File: src/hw/rtl/custom_radix_string_to_int_macros.svh
// assertion macros for the radix string-to-integer converter
`ifndef CUSTOM_RADIX_STRING_TO_INT_MACROS_SVH
`define CUSTOM_RADIX_STRING_TO_INT_MACROS_SVH

// same-cycle implication, clocked on clk, off during reset
`define CRSTI_ASSERT_NOW(label, ante, cons, msg) \
	label: assert property (@(posedge clk) disable iff (!arst_n) (ante) |-> (cons)) \
		else $error(msg);

// next-cycle implication, clocked on clk, off during reset
`define CRSTI_ASSERT_NEXT(label, ante, cons, msg) \
	label: assert property (@(posedge clk) disable iff (!arst_n) (ante) |=> (cons)) \
		else $error(msg);

`endif

File: src/hw/rtl/crsti_pkg.sv
// types and constants shared by the radix string-to-integer converter
`default_nettype none

package crsti_pkg;

	// alphabet geometry
	localparam int ALPHA_CHARS = 16;
	localparam int DIGIT_W     = 4;
	localparam int RADIX_W     = 5;
	localparam int LIMIT_W     = 8;
	localparam int ACC_W       = 32;

	// register map
	localparam int PADDR_W = 5;
	localparam int PDATA_W = 64;
	localparam logic [1:0] REG_RADIX      = 2'd0;
	localparam logic [1:0] REG_ALPHA_LOW  = 2'd1;
	localparam logic [1:0] REG_ALPHA_HIGH = 2'd2;
	localparam logic [1:0] REG_CHAR_LIMIT = 2'd3;

	// register reset values
	localparam logic [RADIX_W-1:0] RADIX_RESET      = 5'd10;
	localparam logic [63:0]        ALPHA_LOW_RESET  = 64'h3736353433323130;
	localparam logic [63:0]        ALPHA_HIGH_RESET = 64'h0000000000003938;
	localparam logic [LIMIT_W-1:0] LIMIT_RESET      = 8'd0;

	// special characters
	localparam logic [7:0] CHAR_MINUS = 8'h2D;
	localparam logic [7:0] CHAR_PLUS  = 8'h2B;
	localparam logic [7:0] CHAR_ZERO  = 8'h30;
	localparam logic [7:0] CASE_BIT   = 8'h20;

	// magnitude saturation point, 2^31
	localparam logic [ACC_W-1:0] SAT_MAG = 32'h8000_0000;

	// result status codes
	localparam logic [1:0] STATUS_OK        = 2'd0;
	localparam logic [1:0] STATUS_BAD_DIGIT = 2'd1;
	localparam logic [1:0] STATUS_OVERFLOW  = 2'd2;

	typedef struct packed {
		logic [7:0] text_char;
		logic       last_char;
	} in_item_t;

	typedef struct packed {
		logic signed [31:0] value;
		logic [1:0]         status;
	} out_item_t;

	typedef struct packed {
		logic               hit;
		logic [DIGIT_W-1:0] digit;
	} digit_match_t;

endpackage

`default_nettype wire

File: src/hw/rtl/crsti_digit_match.sv
// alphabet search: maps one character to its digit position, case folded
`default_nettype none

module crsti_digit_match (
	input  wire logic [7:0]                   text_char,
	input  wire logic [crsti_pkg::RADIX_W-1:0] eff_radix,
	input  wire logic [63:0]                  alpha_low,
	input  wire logic [63:0]                  alpha_high,
	output crsti_pkg::digit_match_t           match
);

	logic [7:0]   other_case;
	logic [127:0] alphabet;

	assign alphabet = {alpha_high, alpha_low};

	// opposite-case form of a letter
	always_comb begin
		other_case = text_char;
		if (text_char inside {[8'h61:8'h7A], [8'h41:8'h5A]}) begin
			other_case = text_char ^ crsti_pkg::CASE_BIT;
		end
	end

	// first position that matches, a sign character stops the search
	always_comb begin
		logic       done;
		logic [7:0] a;
		done  = 1'b0;
		match = '0;
		a     = '0;
		for (int i = 0; i < crsti_pkg::ALPHA_CHARS; i++) begin
			a = alphabet[8*i +: 8];
			if (!done && (crsti_pkg::RADIX_W'(i) < eff_radix)) begin
				if (a == crsti_pkg::CHAR_MINUS || a == crsti_pkg::CHAR_PLUS) begin
					done = 1'b1;
				end else if (a == text_char || a == other_case) begin
					done        = 1'b1;
					match.hit   = 1'b1;
					match.digit = crsti_pkg::DIGIT_W'(i);
				end
			end
		end
	end

endmodule

`default_nettype wire

File: src/hw/rtl/custom_radix_string_to_int.sv
// top level of the radix string-to-integer converter
// Usage:
//   in channel: one character per item (text_char, last_char), valid/ready.
//   out channel: one item (value, status) per string, after its last char.
//   APB port: radix at 0x00, alphabet chars 0..7 at 0x08, chars 8..15 at
//   0x10, char_limit at 0x18; 64-bit data, write only while idle.
// Path: a last character passes the input register, then the result
//   register, with the digit search over the 16 alphabet slots and one
//   32x5 multiply-add between the two; a stalled final character waits.
// Throughput: one character per cycle while no final character stalls.
// Reset: all string state clears, registers return to radix 10, alphabet
//   "0123456789", no char limit; both channels come up empty.
// Stall: while a result waits, non-final characters keep flowing; a final
//   character holds in the input register until the result slot frees,
//   and in_ready drops only then.
`default_nettype none

`include "custom_radix_string_to_int_macros.svh"

module custom_radix_string_to_int #(
	parameter int MAX_RADIX = 16
) (
	input  wire logic                              clk,
	input  wire logic                              arst_n,
	input  wire logic                              in_valid,
	output logic                                   in_ready,
	input  wire crsti_pkg::in_item_t               in_item,
	output logic                                   out_valid,
	input  wire logic                              out_ready,
	output crsti_pkg::out_item_t                   out_item,
	input  wire logic                              psel,
	input  wire logic                              penable,
	input  wire logic                              pwrite,
	input  wire logic [crsti_pkg::PADDR_W-1:0]     paddr,
	input  wire logic [crsti_pkg::PDATA_W-1:0]     pwdata,
	output logic [crsti_pkg::PDATA_W-1:0]          prdata,
	output logic                                   pready
);

	localparam int PROD_W = crsti_pkg::ACC_W + crsti_pkg::RADIX_W;
	localparam logic [crsti_pkg::RADIX_W-1:0] MAX_RADIX_V = crsti_pkg::RADIX_W'(MAX_RADIX);

	// configuration registers
	logic [crsti_pkg::RADIX_W-1:0] radix_q;
	logic [63:0]                   alpha_low_q;
	logic [63:0]                   alpha_high_q;
	logic [crsti_pkg::LIMIT_W-1:0] char_limit_q;

	// string state
	logic [crsti_pkg::ACC_W-1:0]   acc_q;
	logic                          negative_q;
	logic [crsti_pkg::LIMIT_W-1:0] chars_seen_q;
	logic                          bad_digit_q;
	logic                          overflowed_q;

	// input stage and result register
	logic                  valid_s1;
	crsti_pkg::in_item_t   item_s1;
	logic                  out_valid_q;
	crsti_pkg::out_item_t  out_item_q;

	logic                          cfg_write;
	logic [1:0]                    cfg_index;
	logic [crsti_pkg::RADIX_W-1:0] eff_radix;
	crsti_pkg::digit_match_t       match;
	logic                          out_free;
	logic                          adv_s1;
	logic                          finish;
	logic                          pos_zero;
	logic                          taken;
	logic                          is_lone;
	logic                          is_sign;
	logic                          do_digit;
	logic [PROD_W-1:0]             product;
	logic                          over;
	logic [crsti_pkg::ACC_W-1:0]   acc_nxt;
	logic                          negative_nxt;
	logic                          bad_nxt;
	logic                          ovf_nxt;
	crsti_pkg::out_item_t          result;

	// apb register port
	assign pready    = 1'b1;
	assign cfg_write = psel && penable && pwrite;
	assign cfg_index = paddr[4:3];

	always_ff @(posedge clk or negedge arst_n) begin
		if (!arst_n) begin
			radix_q      <= crsti_pkg::RADIX_RESET;
			alpha_low_q  <= crsti_pkg::ALPHA_LOW_RESET;
			alpha_high_q <= crsti_pkg::ALPHA_HIGH_RESET;
			char_limit_q <= crsti_pkg::LIMIT_RESET;
		end else if (cfg_write) begin
			case (cfg_index)
				crsti_pkg::REG_RADIX:      radix_q      <= pwdata[crsti_pkg::RADIX_W-1:0];
				crsti_pkg::REG_ALPHA_LOW:  alpha_low_q  <= pwdata;
				crsti_pkg::REG_ALPHA_HIGH: alpha_high_q <= pwdata;
				crsti_pkg::REG_CHAR_LIMIT: char_limit_q <= pwdata[crsti_pkg::LIMIT_W-1:0];
				default: ;
			endcase
		end
	end

	// register readback
	always_comb begin
		case (cfg_index)
			crsti_pkg::REG_RADIX:      prdata = crsti_pkg::PDATA_W'(radix_q);
			crsti_pkg::REG_ALPHA_LOW:  prdata = alpha_low_q;
			crsti_pkg::REG_ALPHA_HIGH: prdata = alpha_high_q;
			crsti_pkg::REG_CHAR_LIMIT: prdata = crsti_pkg::PDATA_W'(char_limit_q);
			default:                   prdata = '0;
		endcase
	end

	// radix clamp
	assign eff_radix = (radix_q > MAX_RADIX_V) ? MAX_RADIX_V : radix_q;

	// flow control: only a final character needs the result slot
	assign out_free = !out_valid_q || out_ready;
	assign adv_s1   = valid_s1 && (!item_s1.last_char || out_free);
	assign finish   = adv_s1 && item_s1.last_char;
	assign in_ready = !valid_s1 || adv_s1;

	// input register
	always_ff @(posedge clk or negedge arst_n) begin
		if (!arst_n) begin
			valid_s1 <= 1'b0;
		end else if (in_ready) begin
			valid_s1 <= in_valid;
		end
	end

	always_ff @(posedge clk) begin
		if (in_ready) begin
			item_s1 <= in_item;
		end
	end

	// digit lookup
	crsti_digit_match u_digit_match (
		.text_char  (item_s1.text_char),
		.eff_radix  (eff_radix),
		.alpha_low  (alpha_low_q),
		.alpha_high (alpha_high_q),
		.match      (match)
	);

	// character classification
	assign pos_zero = (chars_seen_q == '0);
	assign taken    = (char_limit_q == '0) || (chars_seen_q < char_limit_q);
	assign is_lone  = pos_zero && (item_s1.text_char == crsti_pkg::CHAR_ZERO) &&
		item_s1.last_char;
	assign is_sign  = pos_zero && (item_s1.text_char == crsti_pkg::CHAR_MINUS);
	assign do_digit = !is_sign && taken && !bad_digit_q;

	// multiply-add with saturation at 2^31
	assign product = PROD_W'(acc_q) * PROD_W'(eff_radix) + PROD_W'(match.digit);
	assign over    = product > PROD_W'(crsti_pkg::SAT_MAG);

	always_comb begin
		acc_nxt      = acc_q;
		negative_nxt = negative_q || is_sign;
		bad_nxt      = bad_digit_q || (do_digit && !match.hit);
		ovf_nxt      = overflowed_q || (do_digit && match.hit && over);
		if (do_digit && match.hit) begin
			acc_nxt = over ? crsti_pkg::SAT_MAG : product[crsti_pkg::ACC_W-1:0];
		end
	end

	// result of a finished string
	always_comb begin
		result.value  = '0;
		result.status = crsti_pkg::STATUS_OK;
		if (is_lone) begin
			result.status = crsti_pkg::STATUS_OK;
		end else if (bad_nxt) begin
			result.status = crsti_pkg::STATUS_BAD_DIGIT;
		end else if (ovf_nxt || (!negative_nxt && acc_nxt[crsti_pkg::ACC_W-1])) begin
			result.status = crsti_pkg::STATUS_OVERFLOW;
		end else if (negative_nxt) begin
			result.value = $signed(-acc_nxt);
		end else begin
			result.value = $signed(acc_nxt);
		end
	end

	// string state, cleared after each final character
	always_ff @(posedge clk or negedge arst_n) begin
		if (!arst_n) begin
			acc_q        <= '0;
			negative_q   <= 1'b0;
			chars_seen_q <= '0;
			bad_digit_q  <= 1'b0;
			overflowed_q <= 1'b0;
		end else if (finish) begin
			acc_q        <= '0;
			negative_q   <= 1'b0;
			chars_seen_q <= '0;
			bad_digit_q  <= 1'b0;
			overflowed_q <= 1'b0;
		end else if (adv_s1) begin
			acc_q        <= acc_nxt;
			negative_q   <= negative_nxt;
			bad_digit_q  <= bad_nxt;
			overflowed_q <= ovf_nxt;
			if (chars_seen_q != '1) begin
				chars_seen_q <= chars_seen_q + 1'b1;
			end
		end
	end

	// result register
	always_ff @(posedge clk or negedge arst_n) begin
		if (!arst_n) begin
			out_valid_q <= 1'b0;
		end else if (finish) begin
			out_valid_q <= 1'b1;
		end else if (out_ready) begin
			out_valid_q <= 1'b0;
		end
	end

	always_ff @(posedge clk) begin
		if (finish) begin
			out_item_q <= result;
		end
	end

	assign out_valid = out_valid_q;
	assign out_item  = out_item_q;

	// checks
	`CRSTI_ASSERT_NOW(a_err_value_zero, out_valid && (out_item.status != crsti_pkg::STATUS_OK), out_item.value == 0, "error result carries nonzero value")
	`CRSTI_ASSERT_NOW(a_acc_saturated, 1'b1, acc_q <= crsti_pkg::SAT_MAG, "accumulator above saturation point")
	`CRSTI_ASSERT_NEXT(a_state_cleared, finish, (chars_seen_q == 0) && !bad_digit_q && !overflowed_q && (acc_q == 0), "string state not cleared after final character")
	`CRSTI_ASSERT_NOW(a_status_range, out_valid, out_item.status <= crsti_pkg::STATUS_OVERFLOW, "status code out of range")

endmodule

`default_nettype wire

File: config.mk
export PLATFORM = sky130hd
export DESIGN_NAME = custom_radix_string_to_int
export DESIGN_NICKNAME = d
export VERILOG_FILES = /design/src/hw/rtl/crsti_pkg.sv /design/src/hw/rtl/crsti_digit_match.sv /design/src/hw/rtl/custom_radix_string_to_int.sv
export VERILOG_INCLUDE_DIRS = /design/src /design/src/hw/rtl
export SDC_FILE = /design/constraint.sdc
export NUM_CORES = 1
export LEC_CHECK = 0
export BUFFER_PORTS_ARGS = -buffer_cell sky130_fd_sc_hd__buf_4
export CAP_MARGIN = 20
export CELL_PAD_IN_SITES_DETAIL_PLACEMENT = 0
export CELL_PAD_IN_SITES_GLOBAL_PLACEMENT = 1
export CORE_MARGIN = 3
export CORE_UTILIZATION = 45
export CTS_BUF_LIST = sky130_fd_sc_hd__clkbuf_4 sky130_fd_sc_hd__clkbuf_8
export DETAILED_ROUTE_END_ITERATION = 16
export GPL_TIMING_DRIVEN = 0
export PLACE_DENSITY_LB_ADDON = 0.25
export SYNTH_ARGS = -nofsm -noshare
export SYNTH_HDL_FRONTEND = slang
export SYNTH_SLANG_ARGS = --single-unit
File: constraint.sdc
create_clock -name clk -period 11.4 [get_ports clk]
set_input_delay 1.14 -clock clk [delete_from_list [all_inputs] [get_ports clk]]
set_output_delay 1.14 -clock clk [all_outputs]
set_load 0.005 [all_outputs]
==> metrics <==
largest family of logic cells by synthesized area simple AND/OR/NAND/NOR gates; largest net degree at the start of global routing 105; Synth-to-Final Area Change 15.28%; Synth Cell Area 0.01986 mm²; synthesized flop and latch total 229; Gate Count Post-Synth 2072; min Tclk post-route 10990 ps; crit-path leading delay family compound AO/OA/AOI/OAI gates; synth warn 0; drt pass-1 iters 6; most used flip-flop cell after synthesis dfrtp_1; Tot GR Track Use 28.42%; final setup violation count 0; area of the multi-input gates 0.01292 mm²; Final TNS setup 0 ps; slew of the pin with the lowest slew margin 1021 ps; first-pass GRT wire length 103700 µm; clock buffer depth 3; core area 0.04336 mm²; final total power 2.769 mW; Compound-Gate Fraction of Synth Area 15.66%; # fillers 4140; Nets 2561; CTS clk-pin slew, worst paths 60 ps; Post-CTS Setup Repair Bufs 0; Die ar. 0.04669 mm²; worst endpoint data arrival time 11280 ps; Final Hold Fails 0; Ports 186; maximum clock rate 91.01 MHz; Post-Syn Area per Cell 9.584 µm²; die height 216.1 µm; number of clock sinks 229; Max Cap Violations 0; mux cell area share after synthesis 9.482%; sequential cell area 0.005992 mm²; row cnt 76; Max VDD drop 0.0001015 V; fraction of layout cells with a size suffix above 1 22.03%; Post-Synth Simple-Gate Area 16.97%; dpl ws 632.4 ps; r2r setup slk 410 ps; Static Leak 10.17 nW; Worst setup EP type flop; Synthesized Nets 2334; Crit Path Max Fanout 10; Pwr per Cell Area 120.9 mW/mm²; TritonCTS buffer count 40; asr flop ratio synth 81.22%; total wire length 67860 µm; post-synthesis sequential area ratio 30.17%; Post-CTS Resized 0; hold crit path type flop to flop; Post-DP HPWL 52870 µm; XOR/XNOR share of the synthesized area 8.247%; clock skew 33.97 ps; Port-buffer cells 181; Clk Latency, worst-skew pair 580 ps; CP startpoint kind flop; via count 17570; status completed; CTS tree built; DRC viols 0; Rel. slew slack 31.57%; WP buf/inv 5; Antenna Nets Post-Route 0; fin crit share 96.38%; RSZ-0062 raised after global routing no; Worst Slack Setup Final 412.5 ps; WS Path Type flop to flop; Root Buffer clkbuf_8; Hold-fix buffers, CTS 0; Synth Area in Adders 14.71%; vias in the first global route 17750; critical path's largest stage delay 590 ps; slowest CP cell fa_1; final slew viol count 0; Distinct cells, synth 95; GRT Residual Overflow 0; WP data required 11690 ps; Post-synth EDFFs 43; Die W 216.1 µm; Initial Util 45.80%; drt initial violations 1415; H-tree depth 2; wire per inst 23.28 µm; Vias/cell 6.027; Placer Congestion 0.9534; initial antenna violation count 0
sequential cells by signal, summed over array words and instances (netlist names):
signal / cells
acc_q: 32
alpha_high_q: 64
alpha_low_q: 64
bad_digit_q: 1
char_limit_q: 8
chars_seen_q: 8
item_s1: 9
negative_q: 1
out_item: 34
out_valid: 1
overflowed_q: 1
radix_q: 5
valid_s1: 1
layout make-up:
type,instances,area share [%]
Multi-Input combinational cell,1610,56.45
Sequential cell,229,26.17
Timing Repair Buffer,185,6.274
Clock buffer,65,3.498
Tap cell,585,3.197
Buffer,131,2.443
Inverter,102,1.672
Clock inverter,7,0.2787
Antenna cell,1,0.01093
layer usage:
layer | wire length, µm | vias to the layer above | track usage, %
met2 | 31800 | 696 | 46.89
met1 | 29310 | 8849 | 38.82
met3 | 4728 | 127 | 4.473
li1 | - | 7896 | -
met4 | 2026 | 0 | 8.470
met5 | 0 | - | 0
cell usage in the layout (no fill, tap or decap), types with 13 or more instances in the layout:
cell type,n
a211oi_1,13
a21o_1,20
a21oi_1,69
a22o_1,75
a31oi_1,23
and2_1,79
and3_1,17
buf_2,26
buf_4,187
clkbuf_1,89
clkbuf_4,15
clkbuf_8,50
dfrtp_1,149
dfstp_2,37
edfxtp_1,43
fa_1,94
ha_1,83
inv_1,102
mux2_2,145
nand2_1,205
nand2b_1,16
nand3_1,41
nand4_1,31
nor2_1,78
nor2b_1,13
nor3_1,55
nor4_1,24
nor4b_1,14
o21a_1,19
o21ai_0,88
or3_1,19
xnor2_1,104
xor2_1,83
logic make-up after synthesis:
logic type,after synthesis
simple gates,647
compound gates,435
buf+inv,233
flops,229
xor+xnor,187
fa+ha+maj,177
mux,163
other cells,1
path summary, 6_finish.rpt:
kind	from	end	cells past startpoint
min in group asynchronous	arst_n	chars_seen_q[2]$_DFFE_PN0P_	1
hold reg to reg	negative_q$_DFFE_PN0P_	negative_q$_DFFE_PN0P_	2
setup reg to reg	item_s1[3]$_DFFE_PP_	out_item[24]$_SDFFCE_PP0P_	33
hold / removal	negative_q$_DFFE_PN0P_	negative_q$_DFFE_PN0P_	2
setup / recovery	item_s1[3]$_DFFE_PP_	out_item[24]$_SDFFCE_PP0P_	33
max in group asynchronous	arst_n	alpha_low_q[50]$_DFFE_PN1P_	2
worst reg2reg max path, delay by kind of cell (launching register included):
family          cells  cell delay, ps
compound gates     15            5350
fa+ha+maj           5            1780
buf+inv             5             820
flops               1             370
mux                 1             230
simple gates        7            2180
Yosys cell counts, types with 20 or more instances:
master    instances  area share, %
xor2_1           83            3.7
edfxtp_1         43            6.5
a21o_1           20           0.76
nand2_1         205            3.9
nand3_1          41            1.0
fa_1             94            9.5
nor4_1           24           0.76
nor2_1           78            1.5
buf_2            26           0.66
a21oi_1          69            1.7
a31oi_1          23           0.72
clkbuf_1         89            1.7
ha_1             83            5.2
dfrtp_1         149             19
nand4_1          31           0.98
nor3_1           55            1.4
a22o_1           75            3.3
mux2_2          145            8.2
dfstp_2          37            4.9
o21ai_0          88            2.2
inv_1           102            1.9
xnor2_1         104            4.6
and2_1           79            2.5
metrics by stage:
step                utilization (%)  hold slack, ps  instance area (µm²)  cells
global placement              50.62           500.0                21950   2838
CTS                           52.78           519.3                22880   2913
finish                        52.80           521.0                22890   2915
global route                  52.79           551.4                22890   2914
floorplan                         -           477.2                19860   2072
detailed placement            50.78           504.2                22020   2841
where the power goes:
group | switching (mW) | internal (mW)
Combinational | 0.405 | 0.361
Clock | 0.365 | 0.467
Sequential | 0.181 | 0.988
Total | 0.952 | 1.82
(Power assumes the default switching activity.)
